File: src/rtl/t4rgba_pkg.sv
// Shared types, constants and color expansion table for the tiled 4bpp to RGBA converter.
package t4rgba_pkg;

    localparam int DEF_MAX_WIDTH_TILES  = 32;
    localparam int DEF_MAX_HEIGHT_TILES = 32;

    localparam int PAL_DEPTH    = 256;
    localparam int PAL_AW       = 8;
    localparam int COLOR_W      = 15;
    localparam int CHAN_W       = 5;
    localparam int NIBBLE_W     = 4;
    localparam int BANK_W       = 4;
    localparam int WIDTH_REG_W  = 6;
    localparam int CFG_DATA_W   = 6;
    localparam int PIX_IDX_W    = 16;
    localparam int S_TDATA_W    = 32;
    localparam int M_TDATA_W    = 80;

    localparam logic [7:0] ALPHA_CLEAR  = 8'h00;
    localparam logic [7:0] ALPHA_OPAQUE = 8'hFF;

    typedef enum logic [0:0] {
        OP_PAL_WRITE = 1'b0,
        OP_PIXEL     = 1'b1
    } opcode_t;

    typedef enum logic [0:0] {
        REG_WIDTH_TILES  = 1'b0,
        REG_PALETTE_BANK = 1'b1
    } cfg_reg_t;

    typedef struct packed {
        logic [7:0] alpha;
        logic [7:0] blue;
        logic [7:0] green;
        logic [7:0] red;
    } rgba_t;

    // floor(c * 255 / 31)
    localparam logic [7:0] EXPAND_LUT [0:31] = '{
        8'd0,   8'd8,   8'd16,  8'd24,  8'd32,  8'd41,  8'd49,  8'd57,
        8'd65,  8'd74,  8'd82,  8'd90,  8'd98,  8'd106, 8'd115, 8'd123,
        8'd131, 8'd139, 8'd148, 8'd156, 8'd164, 8'd172, 8'd180, 8'd189,
        8'd197, 8'd205, 8'd213, 8'd222, 8'd230, 8'd238, 8'd246, 8'd255
    };

endpackage

File: src/rtl/t4rgba_locator.sv
// Tile position counters and raster index of the even pixel of each byte.
module t4rgba_locator
    import t4rgba_pkg::*;
#(
    parameter int MAX_WIDTH_TILES  = DEF_MAX_WIDTH_TILES,
    parameter int MAX_HEIGHT_TILES = DEF_MAX_HEIGHT_TILES
) (
    input  logic                   aclk,
    input  logic                   aresetn,
    input  logic                   advance,
    input  logic                   last,
    input  logic [WIDTH_REG_W-1:0] width_tiles,
    output logic [PIX_IDX_W-1:0]   pixel_index
);

    localparam int CW   = (MAX_WIDTH_TILES > 1) ? $clog2(MAX_WIDTH_TILES) : 1;
    localparam int RW   = (MAX_HEIGHT_TILES > 1) ? $clog2(MAX_HEIGHT_TILES) : 1;
    localparam int EW   = $clog2(MAX_WIDTH_TILES + 1);
    localparam int CMPW = ((CW + 1) > EW) ? (CW + 1) : EW;
    localparam int SATW = (WIDTH_REG_W + 1 > EW) ? WIDTH_REG_W + 1 : EW;

    logic [4:0]    byte_reg, byte_next;
    logic [CW-1:0] col_reg,  col_next;
    logic [RW-1:0] row_reg,  row_next;

    logic [EW-1:0]   w_eff;
    logic [CMPW-1:0] col_inc;
    logic [RW:0]     row_inc;
    logic [RW+2:0]   y_pos;
    logic [CW+2:0]   x_pos;
    logic [EW+2:0]   row_pitch;

    always_comb begin
        if (width_tiles == '0) begin
            w_eff = EW'(1);
        end else if (SATW'(width_tiles) > SATW'(MAX_WIDTH_TILES)) begin
            w_eff = EW'(MAX_WIDTH_TILES);
        end else begin
            w_eff = EW'(width_tiles);
        end
    end

    assign y_pos     = {row_reg, byte_reg[4:2]};
    assign x_pos     = {col_reg, byte_reg[1:0], 1'b0};
    assign row_pitch = {w_eff, 3'b000};
    assign pixel_index = PIX_IDX_W'(PIX_IDX_W'(y_pos) * PIX_IDX_W'(row_pitch)
                                    + PIX_IDX_W'(x_pos));

    assign col_inc = CMPW'(col_reg) + CMPW'(1);
    assign row_inc = (RW + 1)'(row_reg) + (RW + 1)'(1);

    always_comb begin
        byte_next = byte_reg;
        col_next  = col_reg;
        row_next  = row_reg;
        if (advance) begin
            if (last) begin
                byte_next = '0;
                col_next  = '0;
                row_next  = '0;
            end else begin
                byte_next = byte_reg + 5'd1;
                if (byte_reg == 5'd31) begin
                    if (col_inc >= CMPW'(w_eff)) begin
                        col_next = '0;
                        if (row_inc >= (RW + 1)'(MAX_HEIGHT_TILES)) begin
                            row_next = '0;
                        end else begin
                            row_next = row_inc[RW-1:0];
                        end
                    end else begin
                        col_next = col_inc[CW-1:0];
                    end
                end
            end
        end
    end

    always_ff @(posedge aclk) begin
        if (!aresetn) begin
            byte_reg <= '0;
            col_reg  <= '0;
            row_reg  <= '0;
        end else begin
            byte_reg <= byte_next;
            col_reg  <= col_next;
            row_reg  <= row_next;
        end
    end

endmodule
File: config.mk
export PLATFORM = sky130hd
export DESIGN_NAME = t4rgba_locator
export DESIGN_NICKNAME = d
export VERILOG_FILES = /design/src/rtl/t4rgba_pkg.sv /design/src/rtl/t4rgba_locator.sv
export SDC_FILE = /design/constraint.sdc
export NUM_CORES = 1
export LEC_CHECK = 0
export BUFFER_PORTS_ARGS = -buffer_cell sky130_fd_sc_hd__buf_2
export CAP_MARGIN = 20
export CORE_MARGIN = 2
export CORE_UTILIZATION = 35
export DETAILED_ROUTE_END_ITERATION = 10
export GPL_TIMING_DRIVEN = 0
export SYNTH_ARGS = -nofsm -noshare
export SYNTH_HDL_FRONTEND = slang
export SYNTH_SLANG_ARGS = --single-unit
File: constraint.sdc
create_clock -name aclk -period 5.1 [get_ports aclk]
set_input_delay 0.255 -clock aclk [delete_from_list [all_inputs] [get_ports aclk]]
set_output_delay 0.255 -clock aclk [all_outputs]
set_load 0.02 [all_outputs]
==> metrics.txt <==
reg2reg end row_reg[3]; Post-Place Cells 475; Num CTS Buffers 3; final setup violation count 0; CTS tree built; register area share after synthesis 0.104; Placement Rows 33; Hold Path Cell Cnt 3; vias in the first global route 2374; Pwr Density 82.7 nW/um^2; CP Capture Type output pin; gpl congestion 0.797; Worst path slowest cell or4b_4; WP buf/inv 5; Core Region 8090 sq um; Lkg Pwr 1.60 nW; Multi-input gate area 2500 sq um; most frequent cells in the layout 44 x inv_1, 36 x and2_1, 30 x ha_1; CTS root buf clkbuf_8; layout cells sized above 1 0.183; syn nets 417; Most used DFF post-synth dfxtp_1; io pins 26; R2R cell count 9; final core utilization 0.416; detailed placement HPWL 4730 microns; worst hold endpoint row_reg[2]; initial antenna violation count 0; Min Hold Slack 0.362 ns; 1st-iter DRT viols 46; largest net degree at the start of global routing 11; starting density of the core 0.357; min-delay src aresetn; pre-CTS WS -0.351 ns; CP Launch Type input pin; total track usage 0.138; Post-Layout Cell Count 483; fin crit share 0.965; max incr delay on CP 0.56 ns; critical path class input pin to output pin; Seq cells post-synth 15; Slew Limit Headroom 0.588; Ant. Diodes 0; Post-route DRC 0; total power 0.279 mW; iteration count of the initial detailed-routing pass 4; measured slew at the worst slew-check pin 0.610 ns; clock tree buffer depth 2; Fin. Hold Viols 0; most common library cell in the layout ignoring fill and taps inv_1; # nets final 450; FFs w/ async S/R, synth 0; status completed; via count 2404; I/O Buffers 24; sequence of cells on the critical path buf_2 -> nor4_4 -> nor2_2 -> nor2_4 -> buf_6 -> and2_4 -> fa_1 -> ha_2 -> ha_4 -> ha_4 -> inv_1 -> fa_1 -> inv_2 -> ha_4 -> o21a_1 -> a21oi_2 -> or4b_4 -> nor3b_2 -> nor4b_4 -> xnor2_1 -> buf_4; Die Span X 94.8 microns; layout filler cell count 856; global-route wire length before repair 10300 microns; Mapped Cells 346; Post-synth EDFFs 0; vias per inst 4.98; Syn. warnings 0; Max Cap Viol 0; clock skew 0.00458 ns; Clock Latency Late Sink 0.25 ns; max-slew violations 0; Worst Hold Class input pin to flop; Crit path max-delay family adder cells; routed wire length 5870 microns; synth-to-layout area growth 16.7%; wire per inst 12.2 microns; Routed Antenna Nets 0; R2R Setup Slk 2.37 ns; Sink Count 15; Max IR drop VDD 0.102 mV; Overflow after GRT 0; Crit path arrival time 4.67 ns; Final min period 4.92 ns; most numerous cell on the critical path ha_4; Cell Area, Synth 2890 sq um; H-tree depth 1; Die Span Y 94.8 microns; FMAX 203 MHz; Worst-path clk slew 0.06 ns; setup ws final 0.177 ns; die area 8990 sq um; post-synth cell types 55; Crit Path Max Fanout 4; reg2reg start col_reg[1]; mean post-synth cell area 8.35 sq um; Seq. cell area 300 sq um; worst path required time 4.85 ns
-- stage by stage --
step | instance area, sq um | TNS, ns
final | 3370 | 0
after global routing | 3370 | -0.0272
after CTS | 3250 | 0
after detailed placement | 3140 | -0.811
after global placement | 3140 | -0.579
after floorplan | 2890 | 0
-- cell usage after synthesis (3+ instances only) --
master	number	area, sq um
a21oi_1	17	85.1
xnor2_1	17	149
a21o_1	7	52.6
clkbuf_1	5	18.8
nor2b_1	6	37.5
dfxtp_1	15	300
o211ai_1	3	22.5
nand2b_1	7	43.8
xor2_1	6	52.6
nand3b_1	6	45.0
o21ai_0	7	35.0
nor3_1	3	15.0
nand2_1	19	71.3
o31ai_1	3	22.5
o311ai_0	3	26.3
nand3_1	7	35.0
inv_1	46	173
nor2_1	23	86.3
ha_1	36	450
fa_1	25	500
and3_1	4	25.0
buf_4	3	22.5
and2_1	37	231
-- layout make-up --
type | count | share of cell area
tap | 105 | 0.0390
clock buffer | 4 | 0.0134
multi-input combinational | 275 | 0.743
buffer | 8 | 0.0137
sequential | 15 | 0.0891
inverter | 46 | 0.0512
timing repair buffer | 30 | 0.0509
-- layer usage --
metal | vias to the layer above | GRT usage | wire length, microns
li1 | 1229 | - | -
met1 | 1145 | 0.184 | 2870
met2 | 26 | 0.250 | 2860
met3 | 4 | 0.00718 | 115
met4 | 0 | 0.0217 | 30
met5 | - | 0 | 0
-- timing repair --
item,4_1_cts,5_1_grt
pin swaps,2,14
buffers inserted,4,2
gates resized for setup,9,24
hold buffers,0,0
setup endpoints to repair,4,5
-- where the power goes --
part	internal [mW]	leakage (nW)	switching, mW
combinational	0.0249	1.46	0.0350
clock	0.0553	0.0228	0.0413
sequential	0.119	0.121	0.00327
-- cells by family after synthesis --
group	Yosys count	synth area share
AO/OA/AOI/OAI	60	0.153
XOR/XNOR	23	0.0698
adder cells (fa/ha/maj)	61	0.329
buffers and inverters	56	0.0771
flip-flops	15	0.104
multiplexers	2	0.00693
other	1	0.00130
AND/OR/NAND/NOR	128	0.259
-- how the worst max path moves through the flow --
stage / cells after the start / endpoint / start
floorplan: 17 / pixel_index[15] / width_tiles[2]
global placement: 18 / pixel_index[15] / width_tiles[5]
detailed placement: 19 / pixel_index[15] / width_tiles[2]
CTS: 17 / pixel_index[14] / width_tiles[5]
global route: 20 / pixel_index[15] / width_tiles[4]
finish: 21 / pixel_index[15] / width_tiles[4]
-- tightest hold or removal path, cell delays in order --
cell      delay [ns]
buf_2           0.15
nand3b_1        0.09
o21ai_0         0.06
(Power assumes the default switching activity.)
