### src/rtl/t4rgba_pkg.sv
// Shared types, constants and color expansion table for the tiled 4bpp to RGBA converter.
package t4rgba_pkg;

    localparam int DEF_MAX_WIDTH_TILES  = 32;
    localparam int DEF_MAX_HEIGHT_TILES = 32;

    localparam int PAL_DEPTH    = 256;
    localparam int PAL_AW       = 8;
    localparam int COLOR_W      = 15;
    localparam int CHAN_W       = 5;
    localparam int NIBBLE_W     = 4;
    localparam int BANK_W       = 4;
    localparam int WIDTH_REG_W  = 6;
    localparam int CFG_DATA_W   = 6;
    localparam int PIX_IDX_W    = 16;
    localparam int S_TDATA_W    = 32;
    localparam int M_TDATA_W    = 80;

    localparam logic [7:0] ALPHA_CLEAR  = 8'h00;
    localparam logic [7:0] ALPHA_OPAQUE = 8'hFF;

    typedef enum logic [0:0] {
        OP_PAL_WRITE = 1'b0,
        OP_PIXEL     = 1'b1
    } opcode_t;

    typedef enum logic [0:0] {
        REG_WIDTH_TILES  = 1'b0,
        REG_PALETTE_BANK = 1'b1
    } cfg_reg_t;

    typedef struct packed {
        logic [7:0] alpha;
        logic [7:0] blue;
        logic [7:0] green;
        logic [7:0] red;
    } rgba_t;

    // floor(c * 255 / 31)
    localparam logic [7:0] EXPAND_LUT [0:31] = '{
        8'd0,   8'd8,   8'd16,  8'd24,  8'd32,  8'd41,  8'd49,  8'd57,
        8'd65,  8'd74,  8'd82,  8'd90,  8'd98,  8'd106, 8'd115, 8'd123,
        8'd131, 8'd139, 8'd148, 8'd156, 8'd164, 8'd172, 8'd180, 8'd189,
        8'd197, 8'd205, 8'd213, 8'd222, 8'd230, 8'd238, 8'd246, 8'd255
    };

endpackage

### src/rtl/t4rgba_lane.sv
// One pixel lane: private palette copy, registered lookup and BGR555 to RGBA8 expansion.
module t4rgba_lane
    import t4rgba_pkg::*;
(
    input  logic                aclk,
    input  logic                pal_we,
    input  logic [PAL_AW-1:0]   pal_waddr,
    input  logic [COLOR_W-1:0]  pal_wdata,
    input  logic                rd_en,
    input  logic [BANK_W-1:0]   bank,
    input  logic [NIBBLE_W-1:0] color_idx,
    output rgba_t               pixel
);

    logic [COLOR_W-1:0]  pal_mem [PAL_DEPTH];
    logic [COLOR_W-1:0]  color_reg;
    logic [NIBBLE_W-1:0] idx_reg;

    always_ff @(posedge aclk) begin
        if (pal_we) begin
            pal_mem[pal_waddr] <= pal_wdata;
        end
        if (rd_en) begin
            color_reg <= pal_mem[{bank, color_idx}];
            idx_reg   <= color_idx;
        end
    end

    always_comb begin
        pixel.red   = EXPAND_LUT[color_reg[CHAN_W-1:0]];
        pixel.green = EXPAND_LUT[color_reg[2*CHAN_W-1:CHAN_W]];
        pixel.blue  = EXPAND_LUT[color_reg[3*CHAN_W-1:2*CHAN_W]];
        pixel.alpha = (idx_reg == '0) ? ALPHA_CLEAR : ALPHA_OPAQUE;
    end

endmodule

### config.mk
export PLATFORM = sky130hd
export DESIGN_NAME = t4rgba_lane
export DESIGN_NICKNAME = d
export VERILOG_FILES = /design/src/rtl/t4rgba_pkg.sv /design/src/rtl/t4rgba_lane.sv
export SDC_FILE = /design/constraint.sdc
export NUM_CORES = 2
export LEC_CHECK = 0
export BUFFER_PORTS_ARGS = -buffer_cell sky130_fd_sc_hd__buf_2
export CORE_UTILIZATION = 35
export DETAILED_ROUTE_END_ITERATION = 16
export SLEW_MARGIN = 15
export SYNTH_ARGS = -nofsm -noshare
export SYNTH_HDL_FRONTEND = slang
export SYNTH_SLANG_ARGS = --single-unit
export TNS_END_PERCENT = 20
### constraint.sdc
create_clock -name aclk -period 3.15 [get_ports aclk]
set_input_delay 0.4725 -clock aclk [delete_from_list [all_inputs] [get_ports aclk]]
set_output_delay 0.4725 -clock aclk [all_outputs]
set_load 0.05 [all_outputs]
==> results.md <==
- Hold Path Origin: pal_wdata[12]
- R2R depth: 7
- Yosys cell types: 55
- #FFs+latches synth: 3859
- Via count: 74000
- CP endpoint: color_reg[0]
- Period utilisation layout: 1.01
- GPL Wtd Cong: 0.864
- First-pass GRT wire length: 559000 um
- Leak: 54.9 nW
- Max FFs per register: 3840
- Peak supply drop: 0.000491 V
- Syn nets: 6768
- Final Max Slew Viols: 0
- Critical Path Start: color_idx[0]
- GR Overflow Total: 0
- Setup violators final: 2
- Sequential area share after synthesis: 0.785
- Die width: 652 um
- CTS max path bufs: 4
- Flop-to-flop setup slack: -0.02 ns
- Routed vias/inst: 5.42
- Die height: 652 um
- I/O Buffers: 65
- Crit path buf inv count: 4
- Reg-to-reg endpoint: color_reg[0]
- Main synth FF type: edfxtp_1
- Cells after Synth: 6734
- Status: complete, but fails checks
- Synthesis-to-finish area growth: 17.7%
- Post-synth EDFFs: 3859
- DRC: 0
- Synth warn: 0
- Arr. time, crit path: 3.88 ns
- Reg area: 116000 um^2
- TritonCTS buffer count: 382
- R2R Path Start: pal_mem[112][0]
- Sink Count: 3859
- ANT nets after route: 0
- Skew final: 0.0505 ns
- CTS clk-pin slew, worst paths: 0.06 ns
- Stages on the worst setup path: 10
- Initial core utilization: 0.352
- Layout net count: 7721
- Pwr dens: 617 nW/um^2
- Slowest stage delay, CP: 0.78 ns
- Worst Max-Slew Pin Slew: 1.26 ns
- Crit-path slowest cell: nor3b_1
- Worst-Skew Late Latency: 0.97 ns
- Worst EP required: 3.84 ns
- Multi-input gate area: 29600 um^2
- Finished Core Util: 0.414
- Max_cap viols: 0
- Minimum clock period: 3.18 ns
- Synth Area per Inst: 21.9 um^2
- Initial DRC count: 8694
- Number of setup buffers added after CTS: 0
- CP Cell Sequence: buf_12 > buf_12 > buf_4 > mux4_2 > a22o_1 > a221oi_1 > o22ai_1 > nor3b_1 > buf_4 > nor4_2
- Largest net degree at the start of global routing: 129
- Failing checks: negative setup slack
- Number of global-route vias before repair: 74000
- Hold Fails Final Rpt: 0
- Placed Area: 162000 um^2
- Initial antenna violation count: 26
- CP Capture Type: flip-flop
- Synthesized cell area: 148000 um^2
- Slew HR: 0.154
- Max Clk Rate: 0.314 GHz
- DP Worst Slack: -1.07 ns
- Die Area: 425000 um^2
- Delay-heaviest family, CP: compound AO/OA/AOI/OAI gates
- HPWL reported at the end of detailed placement: 249000 um
- Async SR Flop Fraction: 0
- # H-tree levels: 5
- Crit path launch type: input port
- Critical path class: in -> reg
- DRT Wirelength: 395000 um
- Boundary pin count: 66
- Hold WC Path Type: in -> reg
- Core ar.: 420000 um^2
- Gr usage total: 0.182
- CTS root buffer: clkbuf_16
- Fillers: 36200
- # rows: 238
- Final setup margin: -0.0330 ns
- Wire per inst: 29.0 um
- Unrepaired setup endpoints after global routing: no
- Maximum fanout along the worst path: 17
- Pre-antenna DRT Iters: 6
- TritonCTS clock tree: yes
- Ratio of cells with drive above 1 in the final layout: 0.301
- Final instance area: 174000 um^2
-- cell usage after synthesis (all sizes together) (2+ instances only) --
| cell | number | area, um^2 |
|---|---|---|
| nor2 | 311 | 1170 |
| clkbuf | 161 | 608 |
| and2 | 2 | 12.5 |
| a21o | 16 | 120 |
| nor4 | 47 | 444 |
| nor2b | 13 | 81.3 |
| o21ai | 77 | 385 |
| a22oi | 289 | 2170 |
| or2 | 3 | 18.8 |
| mux4 | 828 | 18600 |
| a211oi | 35 | 263 |
| o22ai | 58 | 363 |
| a221oi | 34 | 298 |
| a22o | 22 | 193 |
| nand2 | 38 | 145 |
| nand2b | 11 | 68.8 |
| inv | 10 | 37.5 |
| buf | 250 | 1790 |
| o2bb2ai | 13 | 114 |
| mux2i | 236 | 2360 |
| o32ai | 2 | 17.5 |
| nand4 | 8 | 50.1 |
| a311oi | 2 | 17.5 |
| a21oi | 199 | 996 |
| or3b | 3 | 26.3 |
| nand3b | 2 | 27.5 |
| nor3b | 14 | 105 |
| edfxtp | 3859 | 116000 |
| nand3 | 26 | 130 |
| mux2 | 4 | 45.0 |
| and3 | 5 | 31.3 |
| a31oi | 29 | 181 |
| and3b | 4 | 35.0 |
| o221ai | 60 | 526 |
| nor3 | 54 | 275 |
-- per-stage QoR --
stage,hold WS (ns),cells,TNS [ns],total power [W]
after floorplan,0.571,6734,0,0.0606
after global routing,0.0397,13600,0,0.110
after detailed placement,0.901,12900,-8.82,0.0640
after global placement,0.893,12900,-10.22,0.0639
after CTS,0.0140,13600,0,0.108
final,0.0402,13600,-0.0381,0.107
-- how the worst min path moves through the flow --
stage | to | slack [ns] | depth (start not counted)
after floorplan | idx_reg[0] | 0.57 | 0
after global placement | color_reg[14] | 0.89 | 4
after detailed placement | color_reg[14] | 0.90 | 4
after CTS | pal_mem[49][13] | 0.01 | 1
after global routing | pal_mem[20][12] | 0.04 | 1
final | pal_mem[20][12] | 0.04 | 1
-- where the power goes --
group          total [W]  internal, W  switching [W]
clock network     0.0444       0.0250         0.0194
registers         0.0568       0.0566       0.000132
logic            0.00612      0.00229        0.00384
total              0.107       0.0840         0.0233
-- timing repair --
action / in CTS / in global routing
endpoints found under the setup margin: 1 / 0
resized for setup: 1 / 0
hold buffers: 7 / 1
endpoints found under the hold margin: 242 / 11
-- placed cells by master (no fill, tap or decap), types with 9 or more instances in the layout --
cell type | netlist | layout
buf_4 | 47 | 767
buf_8 | 6 | 16
mux4_2 | 828 | 828
clkinvlp_4 | 0 | 11
diode_2 | 0 | 14
a22oi_1 | 289 | 289
nor3_1 | 53 | 45
buf_2 | 122 | 46
a21o_1 | 16 | 16
nor2_1 | 311 | 309
nor2b_1 | 13 | 9
nor4_1 | 23 | 12
o21ai_1 | 14 | 14
bufinv_16 | 0 | 28
clkbuf_1 | 160 | 87
mux2i_1 | 236 | 236
o2bb2ai_1 | 13 | 13
inv_1 | 10 | 9
a211oi_1 | 35 | 35
o22ai_1 | 58 | 58
nand2_1 | 37 | 37
a21oi_1 | 199 | 199
nor3_2 | 1 | 9
o221ai_1 | 60 | 60
nand3_1 | 26 | 22
a221oi_1 | 34 | 34
clkinv_2 | 0 | 81
nor4_2 | 24 | 35
a31oi_1 | 29 | 29
nand2b_1 | 11 | 10
clkinv_1 | 0 | 67
inv_6 | 0 | 11
nor3b_1 | 14 | 14
buf_12 | 1 | 142
clkbuf_16 | 0 | 389
edfxtp_1 | 3859 | 3859
o21ai_0 | 63 | 63
a22o_1 | 22 | 22
-- kinds of logic after synthesis --
family                 synth area share
muxes                             0.143
DFF                               0.785
buffers and inverters            0.0165
AOI/OAI and AO/OA                0.0386
and+or+nand+nor                  0.0179
-- layout make-up --
cell class | instances | share of cell area
clock buffer | 476 | 0.0579
inverter | 10 | 0.000216
multi-input combinational | 2454 | 0.170
timing repair buffer | 980 | 0.0528
sequential | 3859 | 0.667
antenna | 14 | 0.000202
tap | 5640 | 0.0406
clock inverter | 214 | 0.0116
-- layer usage --
| metal | global-route usage | share of wire | routed length [um] | vias to the layer above |
|---|---|---|---|---|
| met5 | 0 | 0.000035 | 14 | - |
| met4 | 0.0672 | 0.040 | 15700 | 2 |
| met3 | 0.0256 | 0.074 | 29200 | 582 |
| met2 | 0.292 | 0.48 | 188000 | 3192 |
| met1 | 0.253 | 0.41 | 162000 | 39600 |
| li1 | - | - | - | 30600 |
-- worst register-to-register path, cell delays in order, from the launching register on --
cell and delay [ns]:
edfxtp_1 0.37, mux4_2 0.47, a22o_1 0.27, a221oi_1 0.41, o22ai_1 0.32, nor3b_1 0.78, buf_4 0.25, nor4_2 0.05
Note: power is estimated with default switching activity, not from simulation.
